--- src/hdl/ddos_pkg.sv ---
package ddos_pkg;

  localparam int CORDIC_STEPS = 16;
  localparam int TBL_LEN = 24;
  localparam int CORDIC_ITERS = (CORDIC_STEPS < TBL_LEN) ? CORDIC_STEPS : TBL_LEN;
  localparam int CNT_W = (CORDIC_ITERS > 1) ? $clog2(CORDIC_ITERS) : 1;

  localparam int QDEPTH = 2;
  localparam int QPTR_W = $clog2(QDEPTH);
  localparam int QCNT_W = $clog2(QDEPTH + 1);

  localparam int CW = 60;
  localparam int ZW = 34;
  localparam int MW = 34;
  localparam int PW = 2 * MW;

  localparam longint Q30_PI = 64'sd3373259426;
  localparam longint Q30_HALF_PI = 64'sd1686629713;
  localparam longint Q30_TWO_PI = 64'sd6746518852;
  localparam longint CORDIC_GAIN = 64'sd652032874;
  localparam longint RATIO_Q16 = 64'sd107479;
  localparam longint STEER_GAIN = 64'sd25478;
  localparam longint ONE_Q32 = 64'sd4294967296;
  localparam logic [3:0] MOD_TOP = 4'd12;

  localparam logic [1:0] REQ_LEFT = 2'd0;
  localparam logic [1:0] REQ_RIGHT = 2'd1;
  localparam logic [1:0] REQ_CMD = 2'd2;

  typedef enum logic [1:0] {K_LEFT, K_UPDATE, K_CMD, K_NOP} req_kind_e;

  typedef enum logic [2:0] {
    REG_LEFT_SCALE, REG_RIGHT_SCALE, REG_INV_WB, REG_GOAL_X,
    REG_GOAL_Y, REG_FAR_SPEED, REG_NEAR_SPEED, REG_STEER_LIMIT
  } cfg_reg_e;

  typedef enum logic [4:0] {
    ST_IDLE, ST_UL, ST_UR, ST_UH, ST_UHD, ST_UMOD, ST_UFOLD, ST_UCOR,
    ST_UMC, ST_UMS, ST_UPY, ST_UDX, ST_UDY, ST_UD2,
    ST_CY, ST_CCOR, ST_CST, ST_CFIN, ST_OUT
  } back_st_e;

  typedef struct packed {
    req_kind_e          kind;
    logic signed [31:0] rate;
    logic signed [31:0] speed;
    logic signed [31:0] tick;
  } item_t;

  typedef struct packed {
    logic signed [31:0] accel;
    logic signed [15:0] steering;
    logic signed [31:0] heading;
    logic signed [31:0] pos_y;
    logic signed [31:0] pos_x;
  } result_t;

  typedef struct packed {
    logic                 start;
    logic                 vector;
    logic signed [CW-1:0] x;
    logic signed [CW-1:0] y;
    logic signed [ZW-1:0] z;
  } cordic_req_t;

  typedef struct packed {
    logic                 done;
    logic                 busy;
    logic signed [CW-1:0] x;
    logic signed [CW-1:0] y;
    logic signed [ZW-1:0] z;
  } cordic_rsp_t;

  function automatic logic signed [ZW-1:0] atan_q30(input logic [4:0] idx);
    logic signed [ZW-1:0] a;
    case (idx)
      5'd0: a = 34'sd843314857;
      5'd1: a = 34'sd497837829;
      5'd2: a = 34'sd263043837;
      5'd3: a = 34'sd133525159;
      5'd4: a = 34'sd67021687;
      5'd5: a = 34'sd33543516;
      5'd6: a = 34'sd16775851;
      5'd7: a = 34'sd8388437;
      5'd8: a = 34'sd4194283;
      5'd9: a = 34'sd2097149;
      5'd10: a = 34'sd1048576;
      5'd11: a = 34'sd524288;
      5'd12: a = 34'sd262144;
      5'd13: a = 34'sd131072;
      5'd14: a = 34'sd65536;
      5'd15: a = 34'sd32768;
      5'd16: a = 34'sd16384;
      5'd17: a = 34'sd8192;
      5'd18: a = 34'sd4096;
      5'd19: a = 34'sd2048;
      5'd20: a = 34'sd1024;
      5'd21: a = 34'sd512;
      5'd22: a = 34'sd256;
      5'd23: a = 34'sd128;
      default: a = '0;
    endcase
    return a;
  endfunction

  function automatic logic signed [31:0] sat32(input logic signed [PW-1:0] v);
    logic signed [31:0] r;
    if (v > 68'sd2147483647) begin
      r = 32'sh7fffffff;
    end else if (v < -68'sd2147483648) begin
      r = 32'sh80000000;
    end else begin
      r = v[31:0];
    end
    return r;
  endfunction

  function automatic logic signed [PW-1:0] rnd_sh(input logic signed [PW-1:0] v,
                                                  input logic [4:0] s);
    logic signed [PW-1:0] h;
    h = 68'sd1 <<< (s - 5'd1);
    return (v + h) >>> s;
  endfunction

endpackage

--- src/hdl/ddos_cordic.sv ---
module ddos_cordic
  import ddos_pkg::*;
(
  input  logic        clk_i,
  input  logic        rst_ni,
  input  cordic_req_t req_i,
  output cordic_rsp_t rsp_o
);

  logic                 busy_q, done_q, vec_q;
  logic [CNT_W-1:0]     i_q;
  logic signed [CW-1:0] x_q, y_q, xs, ys;
  logic signed [ZW-1:0] z_q, at;
  logic                 pos_dir;

  always_comb begin
    xs = x_q >>> i_q;
    ys = y_q >>> i_q;
    at = atan_q30(5'(i_q));
    pos_dir = vec_q ? !(y_q > 0) : (z_q >= 0);
  end

  always_ff @(posedge clk_i or negedge rst_ni) begin
    if (!rst_ni) begin
      busy_q <= 1'b0;
      done_q <= 1'b0;
      i_q    <= '0;
    end else begin
      done_q <= 1'b0;
      if (req_i.start) begin
        busy_q <= 1'b1;
        i_q    <= '0;
      end else if (busy_q) begin
        if (i_q == CNT_W'(CORDIC_ITERS - 1)) begin
          busy_q <= 1'b0;
          done_q <= 1'b1;
        end else begin
          i_q <= i_q + 1'b1;
        end
      end
    end
  end

  always_ff @(posedge clk_i) begin
    if (req_i.start) begin
      x_q   <= req_i.x;
      y_q   <= req_i.y;
      z_q   <= req_i.z;
      vec_q <= req_i.vector;
    end else if (busy_q) begin
      if (pos_dir) begin
        x_q <= x_q - ys;
        y_q <= y_q + xs;
        z_q <= z_q - at;
      end else begin
        x_q <= x_q + ys;
        y_q <= y_q - xs;
        z_q <= z_q + at;
      end
    end
  end

  assign rsp_o = '{done: done_q, busy: busy_q, x: x_q, y: y_q, z: z_q};

  a_start_idle: assert property (@(posedge clk_i) disable iff (!rst_ni)
    req_i.start |-> !busy_q) else $error("cordic started while busy");
  a_done_after_busy: assert property (@(posedge clk_i) disable iff (!rst_ni)
    done_q |-> $past(busy_q) && !busy_q) else $error("cordic done without run");

endmodule

--- config.mk ---
export PLATFORM = sky130hd
export DESIGN_NAME = ddos_cordic
export DESIGN_NICKNAME = d
export VERILOG_FILES = /design/src/hdl/ddos_pkg.sv /design/src/hdl/ddos_cordic.sv
export SDC_FILE = /design/constraint.sdc
export NUM_CORES = 1
export LEC_CHECK = 0
export ABC_AREA = 1
export BUFFER_PORTS_ARGS = -buffer_cell sky130_fd_sc_hd__buf_2
export CAP_MARGIN = 25
export CORE_MARGIN = 10
export CORE_UTILIZATION = 50
export DETAILED_ROUTE_END_ITERATION = 8
export GPL_ROUTABILITY_DRIVEN = 0
export PLACE_DENSITY = 0.69
export SLEW_MARGIN = 20
export SYNTH_ARGS = -nofsm -noshare
export SYNTH_HDL_FRONTEND = slang
export SYNTH_SLANG_ARGS = --single-unit
--- constraint.sdc ---
create_clock -name clk_i -period 6.15 [get_ports clk_i]
set_input_delay 0.615 -clock clk_i [delete_from_list [all_inputs] [get_ports clk_i]]
set_output_delay 0.615 -clock clk_i [all_outputs]
set_load 0.005 [all_outputs]
==> flow_summary.json <==
{
  "status": "finished clean",
  "syn_avg_cell_area_um2": 5.807,
  "synth_top_area_share_pct": 20.01,
  "postSynth.asyncResetShare_pct": 3.727,
  "max_stage_delay_ns": 0.62,
  "die_x_um": 254.3,
  "yosysTopAreaCell": "nand2_1",
  "yosys.cell_count.top_type": "nand2_1",
  "fin_crit_sh_pct": 93.98,
  "cpMostUsedCell": "nand2_1",
  "via_per_inst": 5.804,
  "critPathBufInv": 3,
  "io-pin-count": 314,
  "layout_setup_ws_ns": 0.3704,
  "final-hold-violation-count": 0,
  "r2r_start": "i_q[1]",
  "antenna_found_initial": 1,
  "grt_pass1_vias": 29780,
  "yosysSeqAreaShare_pct": 17.51,
  "first_pass_iters": 6,
  "die_h_um": 254.3,
  "synth_seq_cells": 161,
  "slew_headroom_pct": 34.00,
  "worst_pin_slew_ns": 0.9797,
  "postCtsSetupRepairBufs": 0,
  "final_area_um2": 30090,
  "crit_path_start_kind": "flip-flop",
  "synth_ff_type": "edfxtp_1",
  "grt_max_degree": 126,
  "critical_path.top_delay_family": "simple AND/OR/NAND/NOR gates",
  "syn_nets": 5059,
  "crit_arrival_ns": 6.04,
  "synth_edf_count": 155,
  "setup_viol": 0,
  "vias": 32810,
  "coreArea_um2": 54130,
  "yosys-top-cells-area": "nand2_1 20%, edfxtp_1 17%, nand3_1 15%",
  "cp.required_ns": 6.41,
  "yosys_warnings": 0,
  "worst_setup_path_end_kind": "flip-flop",
  "ys_types": 49,
  "hpwl_um": 88950,
  "cp_max_fo": 25,
  "synthTopCellsByCount": "1,463 x nand2_1, 797 x nand3_1, 477 x nor2_1",
  "r2r-end": "x_q[42]",
  "grt_pass1_wl_um": 164200,
  "clock-sinks": 161,
  "placed_area_um2": 29540,
  "cts_max_level": 4,
  "insertion_delay_ns": 0.53,
  "path_depth": 27,
  "nets": 5277,
  "drt_iter0_drc": 3726,
  "io_buffers": 313,
  "path_class": "flip-flop to flip-flop",
  "num_rows": 85,
  "drive_gt1_share_pct": 11.74,
  "r2r_slack_ns": 0.37,
  "startpoint": "i_q[1]",
  "syn-instance-count": 4726,
  "min_path_type": "input port to flip-flop",
  "grt_usage_pct": 32.43,
  "grt.overflow.total": 0,
  "ff2ff_path_depth": 27,
  "root_buffer": "clkbuf_16",
  "postLayoutCoreUtil_pct": 55.58,
  "area_growth_pct": 9.628,
  "layout_min_cycle_time_ns": 5.780,
  "final.setup_skew_ns": 0.02457,
  "pre_cts_ws_ns": 0.5042,
  "antenna_left": 0,
  "numCtsBuffers": 17,
  "slowest_stage": "dfrtp_4",
  "cap_viol_max_count": 0,
  "drc": 0,
  "cts_tree": "yes",
  "slew_viol_final": 0,
  "crit_path_end": "x_q[42]",
  "cts.path.max_buffers": 2,
  "start_util_pct": 50.70,
  "rsz0062_at_grt": "no",
  "max_freq_mhz": 173.0,
  "wl_um": 108100,
  "clk_pin_slew_ns": 0.07,
  "die-area_um2": 64660,
  "wl_per_cell_um": 19.12,
  "syn_area_um2": 27450,
  "fin_setup_tns_ns": 0
}
## per-stage QoR
| stage | hold slack (ns) | std cells |
|---|---|---|
| after CTS | 0.2578 | 5652 |
| after detailed placement | 0.4861 | 5620 |
| after floorplan | 0.3194 | 4726 |
| final | 0.2879 | 5653 |
| after global placement | 0.4869 | 5620 |
| after global routing | 0.2708 | 5652 |
## flip-flops by register name (all words and copies together) (netlist names)
name	flops
busy_q	1
done_q	1
i_q	4
vec_q	1
x_q	60
y_q	60
z_q	34
## worst min-delay path by stage
stage | from | to | cells past startpoint
CTS | req_i[154] | vec_q | 1
global placement | rst_ni | busy_q | 1
finish | req_i[154] | vec_q | 1
detailed placement | rst_ni | busy_q | 1
floorplan | rst_ni | busy_q | 0
global route | req_i[154] | vec_q | 1
## cells in the final DEF (no fill, tap or decap), types with 8 or more instances in the layout
cell type  netlist  layout
nand4_1         42      42
o21bai_1        25      25
clkbuf_16        0      17
nor3_2          12      12
nor3_1          40      40
a21oi_1        245     245
nand3_1        797     797
ha_1           172     172
nor2_1         477     477
edfxtp_1       155     155
nand2_1       1463    1461
a31oi_1         37      37
o21ai_1         19      20
nor4_1          19      19
nand3b_1        15      15
nand2_2         21      21
o21ai_0        196     194
o21a_1          18      18
inv_1          411     410
buf_4           10      36
xnor2_1         31      31
xor2_1         117     117
buf_2           47     312
inv_2           22      19
or2_2           84      84
a21boi_0         8       8
nand3_2         16      16
nor2_2          24      24
a21o_1          39      39
## cells by family (layout without fill, tap and decap cells)
| family | count (synthesis) | in the layout | share of synthesized area (%) |
|---|---|---|---|
| and+or+nand+nor | 3024 | 3024 | 48.01 |
| AOI/OAI and AO/OA | 626 | 626 | 12.84 |
| buffers and inverters | 592 | 822 | 8.858 |
| adders and majority gates | 175 | 175 | 8.060 |
| DFF | 161 | 161 | 17.51 |
| xor gates and xnor gates | 148 | 148 | 4.723 |
| other | 0 | 1 | 0 |
## routing by layer
| metal | vias up | track usage, % | part of all wire [%] |
|---|---|---|---|
| met5 | - | 0 | 0 |
| met4 | 0 | 18.01 | 5.8 |
| met3 | 260 | 7.451 | 10 |
| met2 | 1641 | 50.43 | 44 |
| met1 | 14680 | 40.95 | 40 |
| li1 | 16230 | - | - |
## cell type report
type	instances	area [µm²]
fillers	5746	24050
multi-input cells	3973	20230
flip-flops and latches	161	4820
repair buffers	358	2004
inverters	433	1632
well taps	696	870.8
clock buffers	22	444.2
clock inverters	9	86.33
diodes	1	2.502
## what timing repair did
| action | 4_1_cts | 5_1_grt |
|---|---|---|
| endpoints found under the setup margin | 0 | 5 |
| resized for setup | 0 | 4 |
| hold buffers | 1 | 0 |
| hold endpoints to repair | 6 | 0 |
Power is left out: the tool's default activity adds up to more than one toggle a clock period on the data nets, which glitch-free logic cannot reach.
