`config.mk`:
```
export PLATFORM = sky130hd
export DESIGN_NAME = ddos_queue
export DESIGN_NICKNAME = d
export VERILOG_FILES = /design/src/hdl/ddos_pkg.sv /design/src/hdl/ddos_queue.sv
export SDC_FILE = /design/constraint.sdc
export NUM_CORES = 1
export LEC_CHECK = 0
export BUFFER_PORTS_ARGS = -buffer_cell sky130_fd_sc_hd__buf_4
export CORE_MARGIN = 5
export CORE_UTILIZATION = 40
export DETAILED_ROUTE_END_ITERATION = 10
export GPL_TIMING_DRIVEN = 0
export SLEW_MARGIN = 25
export SYNTH_ARGS = -nofsm -noshare
export SYNTH_HDL_FRONTEND = slang
export SYNTH_SLANG_ARGS = --single-unit
export TNS_END_PERCENT = 10
```
`constraint.sdc`:
```
create_clock -name clk_i -period 6.8 [get_ports clk_i]
set_clock_uncertainty 0.1 [all_clocks]
set_input_delay 0.34 -clock clk_i [delete_from_list [all_inputs] [get_ports clk_i]]
set_output_delay 0.34 -clock clk_i [all_outputs]
set_load 0.05 [all_outputs]
```
`src/hdl/ddos_pkg.sv`:
```
package ddos_pkg;

  localparam int CORDIC_STEPS = 16;
  localparam int TBL_LEN = 24;
  localparam int CORDIC_ITERS = (CORDIC_STEPS < TBL_LEN) ? CORDIC_STEPS : TBL_LEN;
  localparam int CNT_W = (CORDIC_ITERS > 1) ? $clog2(CORDIC_ITERS) : 1;

  localparam int QDEPTH = 2;
  localparam int QPTR_W = $clog2(QDEPTH);
  localparam int QCNT_W = $clog2(QDEPTH + 1);

  localparam int CW = 60;
  localparam int ZW = 34;
  localparam int MW = 34;
  localparam int PW = 2 * MW;

  localparam longint Q30_PI = 64'sd3373259426;
  localparam longint Q30_HALF_PI = 64'sd1686629713;
  localparam longint Q30_TWO_PI = 64'sd6746518852;
  localparam longint CORDIC_GAIN = 64'sd652032874;
  localparam longint RATIO_Q16 = 64'sd107479;
  localparam longint STEER_GAIN = 64'sd25478;
  localparam longint ONE_Q32 = 64'sd4294967296;
  localparam logic [3:0] MOD_TOP = 4'd12;

  localparam logic [1:0] REQ_LEFT = 2'd0;
  localparam logic [1:0] REQ_RIGHT = 2'd1;
  localparam logic [1:0] REQ_CMD = 2'd2;

  typedef enum logic [1:0] {K_LEFT, K_UPDATE, K_CMD, K_NOP} req_kind_e;

  typedef enum logic [2:0] {
    REG_LEFT_SCALE, REG_RIGHT_SCALE, REG_INV_WB, REG_GOAL_X,
    REG_GOAL_Y, REG_FAR_SPEED, REG_NEAR_SPEED, REG_STEER_LIMIT
  } cfg_reg_e;

  typedef enum logic [4:0] {
    ST_IDLE, ST_UL, ST_UR, ST_UH, ST_UHD, ST_UMOD, ST_UFOLD, ST_UCOR,
    ST_UMC, ST_UMS, ST_UPY, ST_UDX, ST_UDY, ST_UD2,
    ST_CY, ST_CCOR, ST_CST, ST_CFIN, ST_OUT
  } back_st_e;

  typedef struct packed {
    req_kind_e          kind;
    logic signed [31:0] rate;
    logic signed [31:0] speed;
    logic signed [31:0] tick;
  } item_t;

  typedef struct packed {
    logic signed [31:0] accel;
    logic signed [15:0] steering;
    logic signed [31:0] heading;
    logic signed [31:0] pos_y;
    logic signed [31:0] pos_x;
  } result_t;

  typedef struct packed {
    logic                 start;
    logic                 vector;
    logic signed [CW-1:0] x;
    logic signed [CW-1:0] y;
    logic signed [ZW-1:0] z;
  } cordic_req_t;

  typedef struct packed {
    logic                 done;
    logic                 busy;
    logic signed [CW-1:0] x;
    logic signed [CW-1:0] y;
    logic signed [ZW-1:0] z;
  } cordic_rsp_t;

  function automatic logic signed [ZW-1:0] atan_q30(input logic [4:0] idx);
    logic signed [ZW-1:0] a;
    case (idx)
      5'd0: a = 34'sd843314857;
      5'd1: a = 34'sd497837829;
      5'd2: a = 34'sd263043837;
      5'd3: a = 34'sd133525159;
      5'd4: a = 34'sd67021687;
      5'd5: a = 34'sd33543516;
      5'd6: a = 34'sd16775851;
      5'd7: a = 34'sd8388437;
      5'd8: a = 34'sd4194283;
      5'd9: a = 34'sd2097149;
      5'd10: a = 34'sd1048576;
      5'd11: a = 34'sd524288;
      5'd12: a = 34'sd262144;
      5'd13: a = 34'sd131072;
      5'd14: a = 34'sd65536;
      5'd15: a = 34'sd32768;
      5'd16: a = 34'sd16384;
      5'd17: a = 34'sd8192;
      5'd18: a = 34'sd4096;
      5'd19: a = 34'sd2048;
      5'd20: a = 34'sd1024;
      5'd21: a = 34'sd512;
      5'd22: a = 34'sd256;
      5'd23: a = 34'sd128;
      default: a = '0;
    endcase
    return a;
  endfunction

  function automatic logic signed [31:0] sat32(input logic signed [PW-1:0] v);
    logic signed [31:0] r;
    if (v > 68'sd2147483647) begin
      r = 32'sh7fffffff;
    end else if (v < -68'sd2147483648) begin
      r = 32'sh80000000;
    end else begin
      r = v[31:0];
    end
    return r;
  endfunction

  function automatic logic signed [PW-1:0] rnd_sh(input logic signed [PW-1:0] v,
                                                  input logic [4:0] s);
    logic signed [PW-1:0] h;
    h = 68'sd1 <<< (s - 5'd1);
    return (v + h) >>> s;
  endfunction

endpackage

```
`src/hdl/ddos_queue.sv`:
```
module ddos_queue
  import ddos_pkg::*;
(
  input  logic  clk_i,
  input  logic  rst_ni,
  input  logic  push_i,
  input  item_t din_i,
  output logic  full_o,
  input  logic  pop_i,
  output logic  valid_o,
  output item_t dout_o
);

  item_t              mem_q [QDEPTH];
  logic [QPTR_W-1:0]  wr_q, rd_q;
  logic [QCNT_W-1:0]  cnt_q;

  assign full_o  = (cnt_q == QCNT_W'(QDEPTH));
  assign valid_o = (cnt_q != '0);
  assign dout_o  = mem_q[rd_q];

  always_ff @(posedge clk_i or negedge rst_ni) begin
    if (!rst_ni) begin
      wr_q  <= '0;
      rd_q  <= '0;
      cnt_q <= '0;
    end else begin
      if (push_i) begin
        wr_q <= (wr_q == QPTR_W'(QDEPTH - 1)) ? '0 : wr_q + 1'b1;
      end
      if (pop_i) begin
        rd_q <= (rd_q == QPTR_W'(QDEPTH - 1)) ? '0 : rd_q + 1'b1;
      end
      if (push_i && !pop_i) begin
        cnt_q <= cnt_q + 1'b1;
      end else if (pop_i && !push_i) begin
        cnt_q <= cnt_q - 1'b1;
      end
    end
  end

  always_ff @(posedge clk_i) begin
    if (push_i) begin
      mem_q[wr_q] <= din_i;
    end
  end

  a_cnt_range: assert property (@(posedge clk_i) disable iff (!rst_ni)
    cnt_q <= QCNT_W'(QDEPTH)) else $error("queue count over depth");
  a_no_pop_empty: assert property (@(posedge clk_i) disable iff (!rst_ni)
    pop_i |-> valid_o) else $error("pop from empty queue");

endmodule

```
==> results of run 1 <==
==> what timing repair did <==
item,4_1_cts,5_1_grt
hold endpoints to repair,201,0
endpoints found under the setup margin,0,0
hold buffers,100,0
==> metrics by stage <==
stage	cell area, um^2	hold WS, ps	power [mW]
6_report	10800	45.6	4.76
2_1_floorplan	7290	-55.6	3.22
5_1_grt	10800	19.1	4.96
3_3_place_gp	9080	36.7	3.82
3_5_place_dp	9270	41.1	3.86
4_1_cts	10800	25.9	4.82
==> synthesized netlist by cell type <==
cell and instances:
inv_1 1, edfxtp_1 196, mux2_4 10, ha_1 1, mux2_2 88, or2_2 1, xor2_1 4, xnor2_1 1
buf_2 8, and2_1 1, nor2_1 1, buf_6 3, dfrtp_1 4, nor2b_1 2
==> state kept, by name (all words and copies together) (netlist names) <==
name	count
mem_q	196
cnt_q	2
rd_q	1
wr_q	1
==> cell families after synthesis <==
group / Yosys count
buffers and inverters: 12
and+or+nand+nor: 5
adders and majority gates: 1
xor gates and xnor gates: 5
muxes: 98
DFF: 200
==> layer usage <==
metal | GRT usage | part of all wire | vias to the layer above
li1 | - | - | 1921
met1 | 0.178 | 0.41 | 1969
met2 | 0.244 | 0.51 | 142
met3 | 0.0539 | 0.072 | 15
met4 | 0.0447 | 0.012 | 0
met5 | 0 | 0 | -
==> worst max path at each step <==
stage                     startpoint      endpoint  slack (ps)  cells after the start
final                           rd_q    dout_o[61]        4580                      5
after global routing            rd_q    dout_o[45]        4470                      4
after CTS                       rd_q    dout_o[47]        4500                      4
after detailed placement      push_i  mem_q[0][79]        4940                      5
after global placement        push_i  mem_q[0][93]       -1250                      2
after floorplan                 wr_q   mem_q[0][0]        1390                      1
==> power breakdown <==
| group | switching, mW | internal (mW) |
|---|---|---|
| sequential | 0.0545 | 1.63 |
| clock | 0.403 | 0.493 |
| combinational | 1.41 | 0.769 |
==> final cells by class <==
cell class	count	area, um^2	share of cell area
flip-flops and latches	200	5990	0.555
repair buffers	308	2690	0.249
multi-input cells	109	1240	0.115
clock buffers	18	429	0.0398
well taps	229	287	0.0266
clock inverters	11	85.1	0.00789
plain buffers	11	73.8	0.00684
inverters	1	3.75	0.000348
==> critical path, stage by stage (launching register included) <==
cell     delay [ps]
dfrtp_1         340
buf_6           150
buf_6           170
buf_6           190
mux2_4          320
buf_4           190
==> impl_metrics.json, run 1 <==
{
  "row_count": 49,
  "die_w_um": 145,
  "fill_cells": 1364,
  "synthAdderAreaFrac": 0.00172,
  "p_leak_nw": 4.13,
  "muxShareOfSynthArea": 0.157,
  "path_clk_slew_ps": 60,
  "final_core_util": 0.601,
  "p_per_area_mw_per_mm2": 441,
  "critPathRequiredTime_ps": 6360,
  "final_layout_size_suffix_gt1_frac": 0.523,
  "r2r_cells": 4,
  "setup_tns_ps": 0,
  "final_cell_mix": "buf_4 (201), edfxtp_1 (196), dlygate4sd3_1 (100), mux2_2 (88), clkbuf_16 (17)",
  "post_cts_buffers": 0,
  "dpl.cell_count": 758,
  "setup_viol": 0,
  "grt_pass1_wl_um": 24300,
  "drtIter0Drc": 186,
  "reg2reg_from": "wr_q",
  "path_max_fanout": 10,
  "final_common_cell": "buf_4",
  "synth.area.top_cells": "edfxtp_1 (81%), mux2_2 (14%), mux2_4 (2.1%)",
  "status": "complete, no violations",
  "worst_slew_pin_slew_ps": 405,
  "h-tree-depth": 4,
  "min_path_cells": 2,
  "cts_resized": 0,
  "ys_seq_area_frac": 0.821,
  "cts_tree": "yes",
  "maxCapViolCount": 0,
  "drc_errors": 0,
  "vias": 4047,
  "dp_hpwl_um": 10000,
  "area_delta_synth_final_pct": 48.0,
  "core-area_mm2": 0.0180,
  "insertedDiodeCount": 0,
  "wirelength_um": 15300,
  "fmax_ghz": 0.450,
  "io_buffers": 201,
  "place.gp.congestion": 0.693,
  "hold_violations": 0,
  "crit_arrival_ps": 1780,
  "pin_count": 202,
  "rrSetupSlack_ps": 5020,
  "via_per_inst": 4.56,
  "slew_headroom": 0.730,
  "overflow": 0,
  "postSynthCellCount": 321,
  "track_usage": 0.146,
  "insertion_delay_ps": 410,
  "finalMaxSlewViolations": 0,
  "final_cells": 887,
  "synth-xor-area-share": 0.00601,
  "dr.pass1.iters": 4,
  "critPathKind": "register to output pin",
  "crit_path_end_kind": "output pin",
  "ys_warn_count": 0,
  "syn_area_mm2": 0.00729,
  "synth_compound_area_frac": 0,
  "reg2reg_to": "mem_q[0][94]",
  "antenna_found_initial": 0,
  "start_util": 0.406,
  "final.setup.worst_slack_ps": 4580,
  "synth_top_family_by_area": "multiplexers",
  "wl_per_cell_um": 17.2,
  "ant_nets": 0,
  "period_share": 0.327,
  "syn_nets": 424,
  "synth_largest_area_cell": "edfxtp_1",
  "place_ws_ps": 4940,
  "nets": 751,
  "die-area_mm2": 0.0210,
  "die_h_um": 145,
  "hp-start": "push_i",
  "first_global_vias": 4606,
  "synth_simple_gate_area_frac": 0.00395,
  "synth_top_area_share": 0.807,
  "rsz0062_at_grt": "no",
  "ir_drop_v": 0.000238,
  "fin_crit_ps": 2220,
  "hold_path_class": "input port to register",
  "ys_seq_elements": 200,
  "ys_types": 14,
  "clock-sinks": 200,
  "grt_max_degree": 49,
  "worstSetupStartpointType": "register",
  "cts_root_buffer": "clkbuf_16",
  "clk_path_buf_depth": 2,
  "whs_endpoint": "wr_q",
  "avgSynthCellArea_um2": 22.7,
  "cts_inserted_buffers": 17
}
No activity file was read; power rests on OpenSTA's default activity.
==> run 2, diff against run 1 <==
- clock period: 6.8 -> 2.09 ns (I/O delays scaled with it)
==> impl_metrics.json, run 2 (synthesis gave the netlist of run 1 again) <==
{
  "overflow": 0,
  "clkPwrFrac": 0.203,
  "cts_root_buffer": "clkbuf_16",
  "multiInputGateArea_mm2": 0.00124,
  "r2r_cells": 3,
  "status": "complete, no violations",
  "dp_hpwl_um": 9840,
  "maxCapViolCount": 0,
  "insertedDiodeCount": 0,
  "crit_top_cell": "buf_6",
  "crit_path_end_kind": "output pin",
  "final.setup.worst_slack_ps": 99.0,
  "final_layout_size_suffix_gt1_frac": 0.524,
  "core-area_mm2": 0.0180,
  "rsz0062_at_grt": "no",
  "reg_top3": "mem_q: 196 flops, cnt_q: 2 flops",
  "cts_inserted_buffers": 17,
  "hold_path_class": "input port to register",
  "hp-start": "din_i[12]",
  "largest_register": "mem_q",
  "place.gp.congestion": 0.707,
  "cpPeakStageDelay_ps": 340,
  "power_frac_comb": 0.447,
  "final_common_cell": "buf_4",
  "post_cts_buffers": 0,
  "intPower_mw": 9.55,
  "crit_arrival_ps": 1790,
  "setup_viol": 0,
  "nets": 752,
  "fin_crit_ps": 1990,
  "drtIter0Drc": 141,
  "die_w_um": 145,
  "grt_max_degree": 42,
  "ant_nets": 0,
  "largest_reg_flops": 196,
  "crit_chain": "buf_6 -> buf_6 -> buf_6 -> mux2_4 -> buf_4",
  "final_core_util": 0.603,
  "dpl.cell_count": 757,
  "place_ws_ps": 196,
  "crit_start": "rd_q",
  "clock-sinks": 200,
  "final_cells": 891,
  "dr.pass1.iters": 4,
  "die_h_um": 145,
  "critPathKind": "register to output pin",
  "io_buffers": 201,
  "reg2reg_to": "mem_q[0][29]",
  "die-area_mm2": 0.0210,
  "cts_tree": "yes",
  "drc_errors": 0,
  "first_global_vias": 4543,
  "whs_ps": 311,
  "p_leak_nw": 4.14,
  "finalMaxSlewViolations": 0,
  "ir_drop_v": 0.000969,
  "via_per_inst": 4.58,
  "insertion_delay_ps": 410,
  "pin_count": 202,
  "period_share": 0.953,
  "clk_path_buf_depth": 2,
  "start_util": 0.406,
  "whs_endpoint": "mem_q[0][12]",
  "rrSetupSlack_ps": 240,
  "hold_violations": 0,
  "critPathRequiredTime_ps": 1890,
  "path_max_fanout": 10,
  "p_seq_frac": 0.350,
  "wl_per_cell_um": 16.9,
  "power_switching_mw": 6.13,
  "fmax_ghz": 0.502,
  "worstSetupStartpointType": "register",
  "wirelength_um": 15100,
  "fill_cells": 1315,
  "final_cell_mix": "buf_4 (201), edfxtp_1 (196), dlygate4sd3_1 (102), mux2_2 (88), clkbuf_16 (17)",
  "area_delta_synth_final_pct": 48.5,
  "critical-path-slowest-cell": "dfrtp_1",
  "path_clk_slew_ps": 70,
  "h-tree-depth": 4,
  "min_path_cells": 2,
  "worst_slew_pin_slew_ps": 653,
  "vias": 4077,
  "slew_headroom": 0.564,
  "reg2reg_from": "wr_q",
  "sw_frac_of_total": 0.391,
  "antenna_found_initial": 0,
  "row_count": 49,
  "p_per_area_mw_per_mm2": 1450,
  "seqCellArea_mm2": 0.00599,
  "track_usage": 0.141,
  "grt_pass1_wl_um": 23800
}
run 2: changes by cell type in the layout (fill, tap and decap cells not counted):
cell           before  now
buf_16              5    2
clkinv_1            4    1
buf_12              2    4
clkbuf_1            1    3
clkinv_2            3    1
clkinvlp_4          1    3
dlygate4sd3_1     100  102
inv_8               0    2
bufinv_16           1    2
inv_6               1    2
run 2: stage by stage:
stage          TNS [ps]  power [mW]  cell area, um^2
4_1_cts               0        15.9            10800
3_3_place_gp    -184560        12.3             9090
3_5_place_dp          0        12.5             9230
2_1_floorplan    -40170        10.4             7300
5_1_grt               0        16.3            10800
6_report              0        15.7            10800
run 2: power groups by stage:
stage          Clock (mW)  Sequential, mW  Combinational (mW)
5_1_grt              3.45            5.54                7.32
3_3_place_gp            0            5.60                6.72
4_1_cts              3.27            5.49                7.10
3_5_place_dp            0            5.58                6.92
2_1_floorplan           0            5.55                4.84
6_report             3.19            5.49                7.01
run 2: layout make-up:
cell class / instances / share of cell area
clock buffer: 20 / 0.0403
sequential: 200 / 0.553
clock inverter: 12 / 0.0129
timing repair buffer: 309 / 0.246
inverter: 1 / 0.000347
multi-input combinational: 109 / 0.114
buffer: 11 / 0.00682
tap: 229 / 0.0265
run 2: routing by layer:
layer | up-vias | routed length (um) | track usage
met1 | 2000 | 6070 | 0.162
met3 | 16 | 1070 | 0.0477
li1 | 1928 | - | -
met5 | - | 0 | 0
met2 | 133 | 7670 | 0.247
met4 | 0 | 246 | 0.0490
run 2: worst max-delay path by stage:
stage / endpoint / cells past startpoint
2_1_floorplan: mem_q[0][0] / 1
3_3_place_gp: mem_q[0][63] / 1
3_5_place_dp: mem_q[0][93] / 3
4_1_cts: dout_o[4] / 4
5_1_grt: dout_o[4] / 4
6_report: dout_o[65] / 5
run 2: critical path, delay by kind of cell, from the launching register on:
family                 cells  cell delay, ps
buffers and inverters      4             710
flip-flops                 1             340
multiplexers               1             320
run 2: timing repair:
item                                   in CTS  in global routing
endpoints found under the hold margin     203                  0
resized for setup                           0                  0
hold buffers                              102                  0
==> run 3, diff against run 2 <==
- ABC_AREA: default -> 1
- PLACE_DENSITY: default -> 0.68
==> impl_metrics.json, run 3 <==
{
  "status": "complete, no violations",
  "ys_warn_count": 0,
  "insertion_delay_ps": 420,
  "postSynth.asyncResetShare": 0.0200,
  "avgSynthCellArea_um2": 22.1,
  "synth_edf_count": 196,
  "antenna_found_initial": 1,
  "synth_common_cells": "edfxtp_1 (196), mux2_2 (88), mux2_4 (10), buf_2 (8), inv_1 (7)",
  "hold_violations": 0,
  "final_layout_size_suffix_gt1_frac": 0.519,
  "period_share": 0.949,
  "cts_inserted_buffers": 17,
  "core-area_mm2": 0.0180,
  "cts_root_buffer": "clkbuf_16",
  "critPathRequiredTime_ps": 1890,
  "dp_hpwl_um": 10100,
  "start_util": 0.407,
  "min_path_cells": 2,
  "reg2reg_from": "wr_q",
  "place.gp.congestion": 0.715,
  "fill_cells": 1304,
  "io_buffers": 201,
  "clock-sinks": 200,
  "ys_seq_elements": 200,
  "path_max_fanout": 10,
  "synth_simple_gate_area_frac": 0.00565,
  "crit_path_end_kind": "output pin",
  "crit_arrival_ps": 1780,
  "cts_tree": "yes",
  "grt_pass1_wl_um": 24100,
  "muxShareOfSynthArea": 0.156,
  "whs_endpoint": "mem_q[0][34]",
  "setup_tns_ps": 0,
  "synth_top_area_share": 0.805,
  "dr.pass1.iters": 4,
  "whs_ps": 305,
  "h-tree-depth": 4,
  "post_cts_buffers": 0,
  "rsz0062_at_grt": "no",
  "ir_drop_v": 0.000957,
  "largest_register": "mem_q",
  "pin_count": 202,
  "via_per_inst": 4.57,
  "reg2reg_to": "mem_q[0][64]",
  "final_core_util": 0.607,
  "drc_errors": 0,
  "finalPower_mw": 15.8,
  "first_global_vias": 4564,
  "final_cell_mix": "buf_4 (201), edfxtp_1 (196), dlygate4sd3_1 (102), mux2_2 (88), clkbuf_16 (17)",
  "rrSetupSlack_ps": 240,
  "syn_nets": 433,
  "synth_compound_area_frac": 0,
  "fin_crit_ps": 1980,
  "final_common_cell": "buf_4",
  "critPathKind": "register to output pin",
  "finalMaxSlewViolations": 0,
  "r2r_cells": 3,
  "vias": 4120,
  "postSynthCellCount": 330,
  "yosysMostFrequentCell": "edfxtp_1",
  "p_leak_nw": 4.19,
  "synth.area.top_cells": "edfxtp_1 (81%), mux2_2 (14%), mux2_4 (2.1%)",
  "reg_top3": "mem_q: 196 flops, cnt_q: 2 flops",
  "die-area_mm2": 0.0211,
  "die_h_um": 145,
  "maxCapViolCount": 0,
  "die_w_um": 145,
  "path_clk_slew_ps": 70,
  "synth_largest_area_cell": "edfxtp_1",
  "ant_nets": 0,
  "track_usage": 0.143,
  "setup_viol": 0,
  "synth_top_family_by_area": "multiplexers",
  "hold_path_class": "input port to register",
  "ys_types": 14,
  "ys_seq_area_frac": 0.819,
  "yosys_most_used_dff": "edfxtp_1",
  "synth-xor-area-share": 0.00360,
  "nets": 762,
  "synthAdderAreaFrac": 0.00171,
  "row_count": 49,
  "slew_headroom": 0.532,
  "syn_area_mm2": 0.00731,
  "clk_path_buf_depth": 2,
  "drtIter0Drc": 100,
  "largest_reg_flops": 196,
  "area_delta_synth_final_pct": 49.3,
  "worstSetupStartpointType": "register",
  "overflow": 0,
  "wirelength_um": 15100,
  "worst_slew_pin_slew_ps": 701,
  "fmax_ghz": 0.504,
  "wl_per_cell_um": 16.7,
  "hp-start": "din_i[34]",
  "p_per_area_mw_per_mm2": 1450,
  "grt_max_degree": 31
}
[run 3: cell count changes in the layout (fill, tap and decap cells not counted), sizes merged, moves of 2 or more]
cell | before | now
inv | 5 | 10
clkbuf | 20 | 18
clkinv | 3 | 5
nand2 | 0 | 6
xor2 | 4 | 2
nor2b | 2 | 0
[run 3: how the worst max path moves through the flow]
stage / start / endpoint / cells past startpoint / slack, ps
2_1_floorplan: wr_q / mem_q[1][0] / 2 / -330
3_5_place_dp: wr_q / mem_q[0][27] / 3 / 210
6_report: rd_q / dout_o[9] / 4 / 110
3_3_place_gp: wr_q / mem_q[1][27] / 2 / -1190
5_1_grt: rd_q / dout_o[11] / 4 / 5
4_1_cts: rd_q / dout_o[11] / 4 / 40
[run 3: per-layer routing]
layer / vias to the layer above / share of wire / track usage
met5: - / 0 / 0
met4: 0 / 0.012 / 0.0406
met3: 16 / 0.069 / 0.0589
met2: 132 / 0.53 / 0.247
met1: 2015 / 0.39 / 0.166
li1: 1957 / - / -
[run 3: power by group]
part	switching [mW]	total [mW]	leakage (nW)	internal, mW
Clock	1.41	3.31	0.290	1.90
Combinational	4.56	7.05	2.01	2.48
Sequential	0.180	5.49	1.89	5.31
Total	6.15	15.8	4.19	9.69
[run 3: cell type report]
| cell class | instances | area [um^2] | share of cell area |
|---|---|---|---|
| multi-input cells | 112 | 1230 | 0.113 |
| flip-flops and latches | 200 | 5990 | 0.549 |
| well taps | 229 | 287 | 0.0263 |
| clock buffers | 18 | 429 | 0.0393 |
| plain buffers | 11 | 73.8 | 0.00677 |
| clock inverters | 14 | 171 | 0.0157 |
| repair buffers | 310 | 2700 | 0.247 |
| inverters | 7 | 30.0 | 0.00275 |
| diodes | 1 | 2.50 | 0.000229 |
[run 3: repair_timing]
| action | 4_1_cts | 5_1_grt |
|---|---|---|
| hold buffers | 102 | 0 |
| gates resized for setup | 0 | 0 |
| hold endpoints to repair | 203 | 0 |
[run 3: stage by stage]
stage                     setup WS, ps  instances  cell area, um^2
after global routing              4.97        902            10900
after detailed placement           210        767             9290
final                              107        902            10900
after global placement           -1190        760             9120
after CTS                         43.8        901            10900
after floorplan                   -331        330             7320
[run 3: logic make-up after synthesis]
family                     after synthesis
DFF                                    200
muxes                                   98
buffers and inverters                   18
and+or+nand+nor                         10
xor gates and xnor gates                 3
adders and majority gates                1
[run 3: critical path, stage by stage, from the launching register on]
cell     delay (ps)
dfrtp_1         340
buf_6           150
buf_2           290
mux2_2          390
buf_4           200
